--- src/sv/optical_flow_lag_spread_fir_assert.svh ---
// Assertion helpers used by the back end RTL (ofl_back).
`ifndef OPTICAL_FLOW_LAG_SPREAD_FIR_ASSERT_SVH
`define OPTICAL_FLOW_LAG_SPREAD_FIR_ASSERT_SVH

// Same-cycle implication, disabled while reset is asserted.
`define OFL_ASSERT_IMPL(lbl, clk_s, rstn_s, ante, cons, msg) \
  lbl: assert property (@(posedge clk_s) disable iff (!rstn_s) (ante) |-> (cons)) \
    else $error(msg);

// Next-cycle implication, disabled while reset is asserted.
`define OFL_ASSERT_NEXT(lbl, clk_s, rstn_s, ante, cons, msg) \
  lbl: assert property (@(posedge clk_s) disable iff (!rstn_s) (ante) |=> (cons)) \
    else $error(msg);

`endif

--- src/sv/ofl_pkg.sv ---
`timescale 1ns / 1ps

package ofl_pkg;

  // Ring geometry
  localparam int HISTORY_LENGTH = 24;
  localparam int RING_PAIRS     = HISTORY_LENGTH / 2;
  localparam int PAIR_IDX_W     = $clog2(RING_PAIRS);

  // Field widths
  localparam int RAW_W      = 8;
  localparam int DISP_W     = RAW_W + 1;
  localparam int MAG_W      = RAW_W;
  localparam int IDLE_W     = 7;
  localparam int LAG_W      = IDLE_W + 1;
  localparam int COEF_W     = 16;
  localparam int OUT_W      = 25;
  localparam int PROD_W     = DISP_W + 1 + COEF_W + 1;
  localparam int ACC_W      = PROD_W + 2;
  localparam int NUM_TAPS   = 6;
  localparam int TAP_W      = $clog2(NUM_TAPS);
  localparam int CFG_IDX_W  = 3;
  localparam int CFG_DATA_W = COEF_W;

  // Idle tracking
  localparam logic [IDLE_W-1:0] IDLE_RESET    = IDLE_W'(100);
  localparam logic [IDLE_W-1:0] IDLE_CAP      = IDLE_W'(HISTORY_LENGTH / 2);
  localparam logic [IDLE_W-1:0] INVALID_AFTER = IDLE_W'(HISTORY_LENGTH / 4);
  localparam logic [RAW_W-1:0]  THRESH_RESET  = RAW_W'(25);

  // Output saturation limits
  localparam int OUT_MAX_VAL = 9437183;
  localparam int OUT_MIN_VAL = -9437184;

  // Command queue depth
  localparam int CMD_DEPTH = 4;

  // Configuration register indexes
  localparam logic [CFG_IDX_W-1:0] CFG_QUALITY = CFG_IDX_W'(0);
  localparam logic [CFG_IDX_W-1:0] CFG_TAP0    = CFG_IDX_W'(1);
  localparam logic [CFG_IDX_W-1:0] CFG_TAP5    = CFG_IDX_W'(6);

  // Reset tap weights, outermost first
  localparam logic [COEF_W-1:0] COEF_RESET [NUM_TAPS] = '{
    16'd8716, 16'd4138, 16'd4858, 16'd5445, 16'd5871, 16'd6089
  };

  typedef struct packed {
    logic                  en;
    logic [CFG_IDX_W-1:0]  idx;
    logic [CFG_DATA_W-1:0] data;
  } cfg_wr_t;

  // Classified burst handed from the front end to the back end
  typedef struct packed {
    logic                     active;
    logic signed [DISP_W-1:0] dx;
    logic signed [DISP_W-1:0] dy;
    logic [LAG_W-1:0]         lag;
    logic                     motion_valid;
    logic                     ground_idle;
  } cmd_t;

  typedef struct packed {
    logic signed [DISP_W-1:0] x;
    logic signed [DISP_W-1:0] y;
  } pair_t;

endpackage

--- src/sv/ofl_front.sv ---
`timescale 1ns / 1ps

module ofl_front (
  input  logic                          clk,
  input  logic                          rst_n,
  input  ofl_pkg::cfg_wr_t              cfg,
  input  logic                          push,
  output logic                          full,
  input  logic signed [ofl_pkg::RAW_W-1:0] raw_dx,
  input  logic signed [ofl_pkg::RAW_W-1:0] raw_dy,
  input  logic [ofl_pkg::RAW_W-1:0]     quality,
  output logic                          cmd_push,
  output ofl_pkg::cmd_t                 cmd,
  input  logic                          cmd_full
);
  import ofl_pkg::*;

  logic [RAW_W-1:0]         thresh_r;
  logic [IDLE_W-1:0]        idle_cnt_r;
  logic [IDLE_W-1:0]        idle_cnt_nxt;
  logic                     valid_r;
  logic                     valid_nxt;
  logic signed [DISP_W-1:0] dx_w;
  logic signed [DISP_W-1:0] dy_w;
  logic                     is_idle;
  logic                     accept;

  assign dx_w    = -(DISP_W'(raw_dx));
  assign dy_w    = DISP_W'(raw_dy);
  assign is_idle = (dx_w == '0) && (dy_w == '0) && (quality < thresh_r);
  assign full    = cmd_full;
  assign accept  = push && !cmd_full;
  assign cmd_push = accept;

  // Idle count and valid flag update for the current beat
  always_comb begin
    idle_cnt_nxt = idle_cnt_r;
    valid_nxt    = valid_r;
    if (is_idle) begin
      if (idle_cnt_r < IDLE_CAP) begin
        idle_cnt_nxt = idle_cnt_r + IDLE_W'(1);
        if (idle_cnt_nxt > INVALID_AFTER) begin
          valid_nxt = 1'b0;
        end
      end
    end else begin
      idle_cnt_nxt = '0;
      valid_nxt    = 1'b1;
    end
  end

  // Command for the back end
  always_comb begin
    cmd.active       = !is_idle;
    cmd.dx           = dx_w;
    cmd.dy           = dy_w;
    cmd.lag          = {1'b0, idle_cnt_r} + LAG_W'(1);
    cmd.motion_valid = valid_nxt;
    cmd.ground_idle  = (idle_cnt_nxt != '0);
  end

  always_ff @(posedge clk) begin
    if (!rst_n) begin
      thresh_r   <= THRESH_RESET;
      idle_cnt_r <= IDLE_RESET;
      valid_r    <= 1'b0;
    end else begin
      if (cfg.en && (cfg.idx == CFG_QUALITY)) begin
        thresh_r <= cfg.data[RAW_W-1:0];
      end
      if (accept) begin
        idle_cnt_r <= idle_cnt_nxt;
        valid_r    <= valid_nxt;
      end
    end
  end

endmodule

--- src/sv/ofl_cmd_fifo.sv ---
`timescale 1ns / 1ps

module ofl_cmd_fifo #(
  parameter int DEPTH = ofl_pkg::CMD_DEPTH
) (
  input  logic          clk,
  input  logic          rst_n,
  input  logic          push,
  input  ofl_pkg::cmd_t cmd_in,
  output logic          full,
  input  logic          pop,
  output ofl_pkg::cmd_t cmd_out,
  output logic          empty
);
  import ofl_pkg::*;

  localparam int PTR_W = $clog2(DEPTH);
  localparam int CNT_W = $clog2(DEPTH + 1);

  cmd_t             slot_r [DEPTH];
  logic [PTR_W-1:0] wr_ptr_r;
  logic [PTR_W-1:0] rd_ptr_r;
  logic [CNT_W-1:0] count_r;
  logic             do_push;
  logic             do_pop;

  assign full    = (count_r == CNT_W'(DEPTH));
  assign empty   = (count_r == '0);
  assign do_push = push && !full;
  assign do_pop  = pop && !empty;
  assign cmd_out = slot_r[rd_ptr_r];

  // Pointers and fill count
  always_ff @(posedge clk) begin
    if (!rst_n) begin
      wr_ptr_r <= '0;
      rd_ptr_r <= '0;
      count_r  <= '0;
    end else begin
      if (do_push) begin
        wr_ptr_r <= (wr_ptr_r == PTR_W'(DEPTH - 1)) ? '0 : wr_ptr_r + PTR_W'(1);
      end
      if (do_pop) begin
        rd_ptr_r <= (rd_ptr_r == PTR_W'(DEPTH - 1)) ? '0 : rd_ptr_r + PTR_W'(1);
      end
      if (do_push && !do_pop) begin
        count_r <= count_r + CNT_W'(1);
      end else if (do_pop && !do_push) begin
        count_r <= count_r - CNT_W'(1);
      end
    end
  end

  // Storage
  always_ff @(posedge clk) begin
    if (do_push) begin
      slot_r[wr_ptr_r] <= cmd_in;
    end
  end

endmodule

--- src/sv/ofl_back.sv ---
`timescale 1ns / 1ps

module ofl_back (
  input  logic                             clk,
  input  logic                             rst_n,
  input  ofl_pkg::cfg_wr_t                 cfg,
  input  logic                             cmd_empty,
  output logic                             cmd_pop,
  input  ofl_pkg::cmd_t                    cmd,
  output logic                             empty,
  input  logic                             pop,
  output logic signed [ofl_pkg::OUT_W-1:0] smooth_dx,
  output logic signed [ofl_pkg::OUT_W-1:0] smooth_dy,
  output logic                             motion_valid,
  output logic                             ground_idle
);
  import ofl_pkg::*;

  `include "optical_flow_lag_spread_fir_assert.svh"

  typedef enum logic [2:0] {
    S_IDLE,
    S_DIV,
    S_WRITE,
    S_FIR,
    S_DONE
  } state_t;

  localparam logic [LAG_W-1:0] DIV_LAST = LAG_W'(MAG_W - 1);
  localparam logic [LAG_W-1:0] FIR_LAST = LAG_W'(NUM_TAPS + 1);
  localparam logic signed [ACC_W-1:0] SAT_MAX = ACC_W'(OUT_MAX_VAL);
  localparam logic signed [ACC_W-1:0] SAT_MIN = ACC_W'(OUT_MIN_VAL);

  // FSM and output registers
  state_t                  state_r;
  logic [LAG_W-1:0]        cnt_r;
  logic [PAIR_IDX_W-1:0]   head_r;
  logic                    out_valid_r;
  logic signed [OUT_W-1:0] out_dx_r;
  logic signed [OUT_W-1:0] out_dy_r;
  logic                    out_mv_r;
  logic                    out_gi_r;
  logic                    out_load;

  // Command and divider
  cmd_t                    cmd_r;
  logic [MAG_W-1:0]        num_x_r;
  logic [MAG_W-1:0]        num_y_r;
  logic [MAG_W-1:0]        rem_x_r;
  logic [MAG_W-1:0]        rem_y_r;
  logic [MAG_W:0]          trial_x;
  logic [MAG_W:0]          trial_y;
  logic                    ge_x;
  logic                    ge_y;
  logic signed [DISP_W-1:0] qx;
  logic signed [DISP_W-1:0] qy;

  // Ring and filter
  logic [COEF_W-1:0]       coef_r [NUM_TAPS];
  pair_t                   ring_mem [RING_PAIRS];
  logic [RING_PAIRS-1:0]   ring_ok_r;
  logic                    ring_we;
  logic [PAIR_IDX_W-1:0]   head_wrap;
  logic [PAIR_IDX_W:0]     sum_a;
  logic [PAIR_IDX_W:0]     sum_b;
  logic [PAIR_IDX_W-1:0]   addr_a;
  logic [PAIR_IDX_W-1:0]   addr_b;
  logic [TAP_W-1:0]        tap_w;
  logic                    rd_issue;
  pair_t                   rd_a_r;
  pair_t                   rd_b_r;
  logic                    rd_a_ok_r;
  logic                    rd_b_ok_r;
  logic [TAP_W-1:0]        rd_tap_r;
  logic                    rd_v_r;
  logic                    prod_v_r;
  logic signed [DISP_W:0]  pair_sum_x;
  logic signed [DISP_W:0]  pair_sum_y;
  logic signed [PROD_W-1:0] coef_s;
  logic signed [PROD_W-1:0] prod_x_r;
  logic signed [PROD_W-1:0] prod_y_r;
  logic signed [ACC_W-1:0] acc_x_r;
  logic signed [ACC_W-1:0] acc_y_r;

  function automatic logic signed [OUT_W-1:0] sat_out(input logic signed [ACC_W-1:0] v);
    logic signed [ACC_W-1:0] c;
    c = v;
    if (v > SAT_MAX) begin
      c = SAT_MAX;
    end else if (v < SAT_MIN) begin
      c = SAT_MIN;
    end
    return c[OUT_W-1:0];
  endfunction

  assign cmd_pop  = (state_r == S_IDLE) && !cmd_empty;
  assign out_load = (state_r == S_DONE) && (!out_valid_r || pop);
  assign ring_we  = (state_r == S_WRITE);

  // Restoring divide, one quotient bit per cycle on each lane
  assign trial_x = {rem_x_r, num_x_r[MAG_W-1]};
  assign trial_y = {rem_y_r, num_y_r[MAG_W-1]};
  assign ge_x    = (trial_x >= {1'b0, cmd_r.lag});
  assign ge_y    = (trial_y >= {1'b0, cmd_r.lag});
  assign qx      = cmd_r.dx[DISP_W-1] ? -{1'b0, num_x_r} : {1'b0, num_x_r};
  assign qy      = cmd_r.dy[DISP_W-1] ? -{1'b0, num_y_r} : {1'b0, num_y_r};

  // Ring addressing
  assign head_wrap = (head_r == PAIR_IDX_W'(RING_PAIRS - 1)) ? '0 : head_r + PAIR_IDX_W'(1);
  assign tap_w     = cnt_r[TAP_W-1:0];
  assign rd_issue  = (state_r == S_FIR) && (cnt_r < LAG_W'(NUM_TAPS));
  assign sum_a     = {1'b0, head_r} + {2'b00, tap_w};
  assign sum_b     = {1'b0, head_r} + (PAIR_IDX_W + 1)'(RING_PAIRS - 1) - {2'b00, tap_w};
  assign addr_a    = (sum_a >= (PAIR_IDX_W + 1)'(RING_PAIRS)) ?
                     PAIR_IDX_W'(sum_a - (PAIR_IDX_W + 1)'(RING_PAIRS)) : sum_a[PAIR_IDX_W-1:0];
  assign addr_b    = (sum_b >= (PAIR_IDX_W + 1)'(RING_PAIRS)) ?
                     PAIR_IDX_W'(sum_b - (PAIR_IDX_W + 1)'(RING_PAIRS)) : sum_b[PAIR_IDX_W-1:0];

  // Folded pair sums, never-written slots read as zero
  always_comb begin
    pair_sum_x = (rd_a_ok_r ? (DISP_W + 1)'(rd_a_r.x) : '0) +
                 (rd_b_ok_r ? (DISP_W + 1)'(rd_b_r.x) : '0);
    pair_sum_y = (rd_a_ok_r ? (DISP_W + 1)'(rd_a_r.y) : '0) +
                 (rd_b_ok_r ? (DISP_W + 1)'(rd_b_r.y) : '0);
    coef_s     = PROD_W'($signed({1'b0, coef_r[rd_tap_r]}));
  end

  // Sequencer and result register
  always_ff @(posedge clk) begin
    if (!rst_n) begin
      state_r     <= S_IDLE;
      cnt_r       <= '0;
      head_r      <= '0;
      out_valid_r <= 1'b0;
    end else begin
      // a beat taken with no replacement this cycle
      if (pop && out_valid_r && !out_load) begin
        out_valid_r <= 1'b0;
      end
      case (state_r)
        S_IDLE: begin
          if (!cmd_empty) begin
            cnt_r   <= '0;
            state_r <= cmd.active ? S_DIV : S_FIR;
          end
        end
        S_DIV: begin
          if (cnt_r == DIV_LAST) begin
            cnt_r   <= cmd_r.lag;
            state_r <= S_WRITE;
          end else begin
            cnt_r <= cnt_r + LAG_W'(1);
          end
        end
        S_WRITE: begin
          head_r <= head_wrap;
          if (cnt_r == LAG_W'(1)) begin
            cnt_r   <= '0;
            state_r <= S_FIR;
          end else begin
            cnt_r <= cnt_r - LAG_W'(1);
          end
        end
        S_FIR: begin
          if (cnt_r == FIR_LAST) begin
            state_r <= S_DONE;
          end else begin
            cnt_r <= cnt_r + LAG_W'(1);
          end
        end
        S_DONE: begin
          if (out_load) begin
            out_valid_r <= 1'b1;
            out_dx_r    <= sat_out(acc_x_r);
            out_dy_r    <= sat_out(acc_y_r);
            out_mv_r    <= cmd_r.motion_valid;
            out_gi_r    <= cmd_r.ground_idle;
            state_r     <= S_IDLE;
          end
        end
        default: state_r <= S_IDLE;
      endcase
    end
  end

  // Tap weights and slot valid bits
  always_ff @(posedge clk) begin
    if (!rst_n) begin
      coef_r    <= COEF_RESET;
      ring_ok_r <= '0;
      rd_v_r    <= 1'b0;
      prod_v_r  <= 1'b0;
    end else begin
      if (cfg.en && (cfg.idx inside {[CFG_TAP0:CFG_TAP5]})) begin
        coef_r[TAP_W'(cfg.idx - CFG_TAP0)] <= cfg.data;
      end
      if (ring_we) begin
        ring_ok_r[head_r] <= 1'b1;
      end
      rd_v_r   <= rd_issue;
      prod_v_r <= rd_v_r;
    end
  end

  // Command latch and divider datapath
  always_ff @(posedge clk) begin
    if (cmd_pop) begin
      cmd_r   <= cmd;
      num_x_r <= cmd.dx[DISP_W-1] ? MAG_W'(-cmd.dx) : cmd.dx[MAG_W-1:0];
      num_y_r <= cmd.dy[DISP_W-1] ? MAG_W'(-cmd.dy) : cmd.dy[MAG_W-1:0];
      rem_x_r <= '0;
      rem_y_r <= '0;
    end else if (state_r == S_DIV) begin
      rem_x_r <= ge_x ? MAG_W'(trial_x - {1'b0, cmd_r.lag}) : trial_x[MAG_W-1:0];
      rem_y_r <= ge_y ? MAG_W'(trial_y - {1'b0, cmd_r.lag}) : trial_y[MAG_W-1:0];
      num_x_r <= {num_x_r[MAG_W-2:0], ge_x};
      num_y_r <= {num_y_r[MAG_W-2:0], ge_y};
    end
  end

  // Ring memory: one write port, two registered read ports
  always_ff @(posedge clk) begin
    if (ring_we) begin
      ring_mem[head_r] <= '{x: qx, y: qy};
    end
    rd_a_r    <= ring_mem[addr_a];
    rd_b_r    <= ring_mem[addr_b];
    rd_a_ok_r <= ring_ok_r[addr_a];
    rd_b_ok_r <= ring_ok_r[addr_b];
    rd_tap_r  <= tap_w;
  end

  // Multiply, then accumulate one tap per cycle
  always_ff @(posedge clk) begin
    prod_x_r <= PROD_W'(pair_sum_x) * coef_s;
    prod_y_r <= PROD_W'(pair_sum_y) * coef_s;
    if ((state_r == S_IDLE) || (state_r == S_DIV) || (state_r == S_WRITE)) begin
      acc_x_r <= '0;
      acc_y_r <= '0;
    end else if (prod_v_r) begin
      acc_x_r <= acc_x_r + ACC_W'(prod_x_r);
      acc_y_r <= acc_y_r + ACC_W'(prod_y_r);
    end
  end

  assign empty        = !out_valid_r;
  assign smooth_dx    = out_dx_r;
  assign smooth_dy    = out_dy_r;
  assign motion_valid = out_mv_r;
  assign ground_idle  = out_gi_r;

  `OFL_ASSERT_NEXT(a_done_holds, clk, rst_n, (state_r == S_DONE) && out_valid_r && !pop, (state_r == S_DONE) && out_valid_r, "finished result dropped while output stalled")
  `OFL_ASSERT_NEXT(a_active_divides, clk, rst_n, cmd_pop && cmd.active, state_r == S_DIV, "active burst skipped the divider")
  `OFL_ASSERT_IMPL(a_pipe_drained, clk, rst_n, state_r == S_DONE, !rd_v_r && !prod_v_r, "filter taps still in flight at result")
  `OFL_ASSERT_NEXT(a_head_moves, clk, rst_n, state_r == S_WRITE, head_r != $past(head_r), "ring head did not advance on write")

endmodule

--- src/sv/optical_flow_lag_spread_fir.sv ---
`timescale 1ns / 1ps
// A motion burst is divided by lag (lag = idle count + 1, normally 1..13, up to 101 on the
// first burst after reset), spread over lag ring slots and filtered; an idle burst only filters.
// The back end takes one beat at a time: its divide, ring write loop (one slot per cycle)
// and folded filter finish before it takes the next beat; up to 4 beats queue in front.
// Reset (rst_n low, synchronous): ring reads as zero, idle count 100, registers to defaults.
module optical_flow_lag_spread_fir #(
  parameter int CMD_DEPTH = ofl_pkg::CMD_DEPTH
) (
  input  logic                                 clk,
  input  logic                                 rst_n,
  input  logic                                 push,
  output logic                                 full,
  input  logic signed [ofl_pkg::RAW_W-1:0]     in_raw_dx,
  input  logic signed [ofl_pkg::RAW_W-1:0]     in_raw_dy,
  input  logic [ofl_pkg::RAW_W-1:0]            in_surface_quality,
  output logic                                 empty,
  input  logic                                 pop,
  output logic signed [ofl_pkg::OUT_W-1:0]     out_smooth_dx,
  output logic signed [ofl_pkg::OUT_W-1:0]     out_smooth_dy,
  output logic                                 out_motion_valid,
  output logic                                 out_ground_idle,
  input  logic                                 cfg_we,
  input  logic [ofl_pkg::CFG_IDX_W-1:0]        cfg_index,
  input  logic [ofl_pkg::CFG_DATA_W-1:0]       cfg_data
);
  import ofl_pkg::*;

  cfg_wr_t cfg_w;
  cmd_t    front_cmd;
  cmd_t    queue_cmd;
  logic    cmd_push;
  logic    cmd_full;
  logic    cmd_pop;
  logic    cmd_empty;

  assign cfg_w.en   = cfg_we;
  assign cfg_w.idx  = cfg_index;
  assign cfg_w.data = cfg_data;

  // Classify bursts and track idle state
  ofl_front u_front (
    .clk      (clk),
    .rst_n    (rst_n),
    .cfg      (cfg_w),
    .push     (push),
    .full     (full),
    .raw_dx   (in_raw_dx),
    .raw_dy   (in_raw_dy),
    .quality  (in_surface_quality),
    .cmd_push (cmd_push),
    .cmd      (front_cmd),
    .cmd_full (cmd_full)
  );

  // Decoupling queue
  ofl_cmd_fifo #(
    .DEPTH (CMD_DEPTH)
  ) u_fifo (
    .clk     (clk),
    .rst_n   (rst_n),
    .push    (cmd_push),
    .cmd_in  (front_cmd),
    .full    (cmd_full),
    .pop     (cmd_pop),
    .cmd_out (queue_cmd),
    .empty   (cmd_empty)
  );

  // Divide, ring spread and filter
  ofl_back u_back (
    .clk          (clk),
    .rst_n        (rst_n),
    .cfg          (cfg_w),
    .cmd_empty    (cmd_empty),
    .cmd_pop      (cmd_pop),
    .cmd          (queue_cmd),
    .empty        (empty),
    .pop          (pop),
    .smooth_dx    (out_smooth_dx),
    .smooth_dy    (out_smooth_dy),
    .motion_valid (out_motion_valid),
    .ground_idle  (out_ground_idle)
  );

endmodule
--- config.mk ---
export PLATFORM = sky130hd
export DESIGN_NAME = optical_flow_lag_spread_fir
export DESIGN_NICKNAME = d
export VERILOG_FILES = /design/src/sv/ofl_pkg.sv /design/src/sv/ofl_front.sv /design/src/sv/ofl_cmd_fifo.sv /design/src/sv/ofl_back.sv /design/src/sv/optical_flow_lag_spread_fir.sv
export VERILOG_INCLUDE_DIRS = /design/src /design/src/sv
export SDC_FILE = /design/constraint.sdc
export NUM_CORES = 2
export LEC_CHECK = 0
export BUFFER_PORTS_ARGS = -buffer_cell sky130_fd_sc_hd__clkbuf_2
export CORE_ASPECT_RATIO = 1.1
export CORE_MARGIN = 4
export CORE_UTILIZATION = 45
export DETAILED_ROUTE_END_ITERATION = 7
export GPL_TIMING_DRIVEN = 0
export SYNTH_ARGS = -nofsm -noshare
export SYNTH_HDL_FRONTEND = slang
export SYNTH_SLANG_ARGS = --single-unit
--- constraint.sdc ---
create_clock -name clk -period 7.7 [get_ports clk]
set_input_delay 1.155 -clock clk [delete_from_list [all_inputs] [get_ports clk]]
set_output_delay 1.155 -clock clk [all_outputs]
set_load 0.02 [all_outputs]
==> flow_metrics.env <==
export IMPL_grt_overflow=0
export IMPL_cts_root_buf="clkbuf_16"
export IMPL_cp_max_fo=10
export IMPL_drtPass1Iterations=5
export IMPL_hold_class="register to register"
export IMPL_fmax_ghz=0.1357
export IMPL_period_needed_ns=7.367
export IMPL_synth_nets=4642
export IMPL_crit_top_cell="fa_1"
export IMPL_synthXorXnorAreaFrac_pct=3.177
export IMPL_timing_hold_ws_ns=0.4182
export IMPL_cts_buffers=80
export IMPL_fin_cells=5650
export IMPL_dp_cells=5480
export IMPL_clock_latency_ns=0.66
export IMPL_grt_pass1_vias=31098
export IMPL_start_util_pct=45.39
export IMPL_final_layout_size_suffix_gt1_share_pct=12.71
export IMPL_drt_wirelength_per_cell_um=20.39
export IMPL_final_cell_mix="nand2_1, inv_1, edfxtp_1, dfxtp_1, ha_1"
export IMPL_cp_slowest_cell="xnor2_1"
export IMPL_die_area_um2=105000
export IMPL_cp_slowest_stage_delay_ns=0.77
export IMPL_synth_edf_count=408
export IMPL_setup_violations=0
export IMPL_clkSlewWorstSetupHoldPaths_ns=0.06
export IMPL_synth_compound_area_share_pct=9.024
export IMPL_die_width_um=309.3
export IMPL_cp_arrival_ns=7.90
export IMPL_grt_total_usage_pct=22.03
export IMPL_yosysWarnings=0
export IMPL_grt_start_max_net_pins=37
export IMPL_antenna_left=0
export IMPL_cts_path_max_buffers=3
export IMPL_tightestPinTransition_ns=1.443
export IMPL_place_congestion=0.8959
export IMPL_path_cells="clkbuf_4 > and2_1 > ha_1 > a21oi_2 > o21bai_2 > a21oi_1 > o21bai_2 > xnor2_1 > nor2_1 > fa_1 > fa_1 > fa_1 > inv_1 > fa_1 > fa_1 > inv_1 > ha_1 > nor2b_1 > a41o_1 > o41ai_4 > o311ai_2 > a31oi_1 > o21ai_1 > xor2_2"
export IMPL_place_area_um2=47360
export IMPL_synth_top_flop_cell="edfxtp_1"
export IMPL_fin_ws_ns=0.3330
export IMPL_synth_yosys_seq_area_share_pct=41.52
export IMPL_synth_top_family_by_area="adder cells"
export IMPL_cts_tree="yes"
export IMPL_yosys_mux_area_fraction_pct=10.99
export IMPL_chipHeight_um=339.4
export IMPL_powerDensity_nw_per_um2=308.3
export IMPL_drt_iter0_markers=1983
export IMPL_area_growth_pct=12.79
export IMPL_io_pins=102
export IMPL_fin_worst_skew_ns=0.03573
export IMPL_rows=121
export IMPL_num_vias=30782
export IMPL_synthCells=4074
export IMPL_finish_instance_area_um2=50690
export IMPL_outcome="completed"
export IMPL_synthAdderAreaFrac_pct=18.34
export IMPL_routed_via_density=5.448
export IMPL_hold_viol=0
export IMPL_grt_pass1_wl_um=179200
export IMPL_hold_buffers=0
export IMPL_cts_max_level=3
export IMPL_endpoint_kind="register"
export IMPL_grt_antenna_before_repair=0
export IMPL_worstSetupStartpointType="register"
export IMPL_critPathRequiredTime_ns=8.24
export IMPL_n_antenna_cell=0
export IMPL_maxSlewViolCount=0
export IMPL_peakVddDrop_v=0.0002233
export IMPL_syn_area_per_cell_um2=11.03
export IMPL_core_area_um2=99010
export IMPL_ys_seq_elements=728
export IMPL_critPathKind="register to register"
export IMPL_route_detailed_drc=0
export IMPL_pre_cts_slack_ns=-1.331
export IMPL_io_buffer_count=99
export IMPL_nets=4861
export IMPL_postLayoutCoreUtil_pct=51.19
export IMPL_relSlewSlack_pct=3.118
export IMPL_leakage_nw=20.85
export IMPL_dpl_hpwl_um=86210
export IMPL_post_route_period_util_pct=95.68
export IMPL_fill_cells=8891
export IMPL_totalWireLength_um=115200
export IMPL_cts_sinks=728
export IMPL_synth_area_um2=44940
export IMPL_maxCapViolCount=0
export IMPL_synth_async_reset_ratio_pct=0
export IMPL_mostFrequentLayoutCell="nand2_1"
export IMPL_yosysUniqueCellTypes=76
export IMPL_synthSimpleGateAreaFrac_pct=11.98
[through the flow]
stage               setup TNS (ns)  power (W)
floorplan                        0   0.009695
global placement            -16.84    0.01174
detailed placement          -16.82    0.01180
CTS                              0    0.01571
global route              -0.09113    0.01660
finish                           0    0.01563
[cell type report]
cell class                      instances  area [µm²]  share of cell area [%]
Multi-Input combinational cell       2755       24580                   48.50
Sequential cell                       728       18670                   36.82
Clock buffer                          111        2312                   4.562
Tap cell                             1291        1615                   3.187
Inverter                              420        1583                   3.123
Timing Repair Buffer                  140       917.1                   1.809
Buffer                                168       679.4                   1.340
Clock inverter                         37       334.1                  0.6591
[state kept, by name, summed over array words and instances, names as in the netlist, 12 cells and up, named ones only]
name	flops
u_back.cmd_r	12
u_back.rd_a_r	18
u_back.acc_x_r	29
u_back.ring_ok_r	12
u_back.acc_y_r	29
u_back.smooth_dy	25
u_back.prod_y_r	27
u_back.prod_x_r	27
u_back.ring_mem	216
u_back.rd_b_r	18
u_back.coef_r	96
u_back.smooth_dx	25
u_fifo.slot_r	112
[critical path, delay by kind of cell, from the launching register on]
family / cells / cell delay [ns]
XOR/XNOR: 2 / 1.01
AND/OR/NAND/NOR: 3 / 0.49
adder cells (fa/ha/maj): 7 / 3.37
flip-flops: 1 / 0.37
buffers and inverters: 3 / 0.28
AO/OA/AOI/OAI: 9 / 1.70
[cell families (layout without fill, tap and decap cells)]
group,count (synthesis),count (layout)
XOR/XNOR,163,163
flip-flops,728,728
adder cells (fa/ha/maj),520,520
AO/OA/AOI/OAI,622,622
multiplexers,296,296
AND/OR/NAND/NOR,1154,1154
buffers and inverters,591,876
[cell usage after synthesis (5+ instances only)]
master / n / share of area (%)
a211oi_1: 15 / 0.25
a21boi_0: 45 / 0.75
a21o_1: 61 / 1.0
a21oi_1: 153 / 1.7
a221o_1: 10 / 0.22
a22oi_1: 5 / 0.084
a311oi_1: 6 / 0.12
a31oi_1: 12 / 0.17
and2_1: 103 / 1.4
and3_1: 20 / 0.28
buf_1: 23 / 0.19
buf_2: 12 / 0.13
clkbuf_1: 136 / 1.1
dfxtp_1: 320 / 14
edfxtp_1: 408 / 27
fa_1: 231 / 10
ha_1: 289 / 8.0
inv_1: 418 / 3.5
mux2i_1: 137 / 3.1
mux4_2: 158 / 7.9
nand2_1: 422 / 3.5
nand2b_1: 55 / 0.77
nand3_1: 58 / 0.65
nand4_1: 19 / 0.26
nor2_1: 282 / 2.4
nor2b_1: 73 / 1.0
nor3_1: 56 / 0.62
nor3b_1: 14 / 0.23
o211ai_1: 10 / 0.17
o21a_1: 70 / 1.2
o21ai_0: 131 / 1.5
o21ai_1: 7 / 0.078
o21bai_1: 26 / 0.43
o22ai_1: 7 / 0.097
o31a_1: 7 / 0.14
o31ai_1: 14 / 0.23
or2_2: 8 / 0.11
or3_1: 22 / 0.31
xnor2_1: 105 / 2.0
xor2_1: 58 / 1.1
[power breakdown]
group          switching [W]  total [W]  internal [W]  leakage (nW)
combinational        0.00412    0.00657       0.00245          13.2
clock                0.00161    0.00383       0.00222          1.29
sequential          0.000286    0.00523       0.00495          6.31
[repair_timing]
| item | 4_1_cts | 5_1_grt |
|---|---|---|
| cloned | 0 | 0 |
| pin swaps | 12 | 23 |
| setup endpoints to repair | 25 | 15 |
| hold endpoints to repair | 0 | 0 |
| gates resized for setup | 68 | 54 |
| setup buffers | 9 | 16 |
[per-layer routing]
metal  global-route usage [%]  vias to the layer above  share of wire, %
li1                         -                    14595                 -
met5                        0                        -                 0
met4                    7.271                        0               3.1
met3                    3.363                      171               5.3
met2                    38.95                      850                50
met1                    27.58                    15166                41
[final timing paths]
check / cells after the start / slack (ns) / from / endpoint
hold / removal: 0 / 0.42 / u_back.cmd_r[0] / u_back.ground_idle
hold reg to reg: 0 / 0.42 / u_back.cmd_r[0] / u_back.ground_idle
setup / recovery: 24 / 0.33 / u_back.rd_a_ok_r / u_back.prod_y_r[23]
setup reg to reg: 24 / 0.33 / u_back.rd_a_ok_r / u_back.prod_y_r[23]
(Power assumes the default switching activity.)
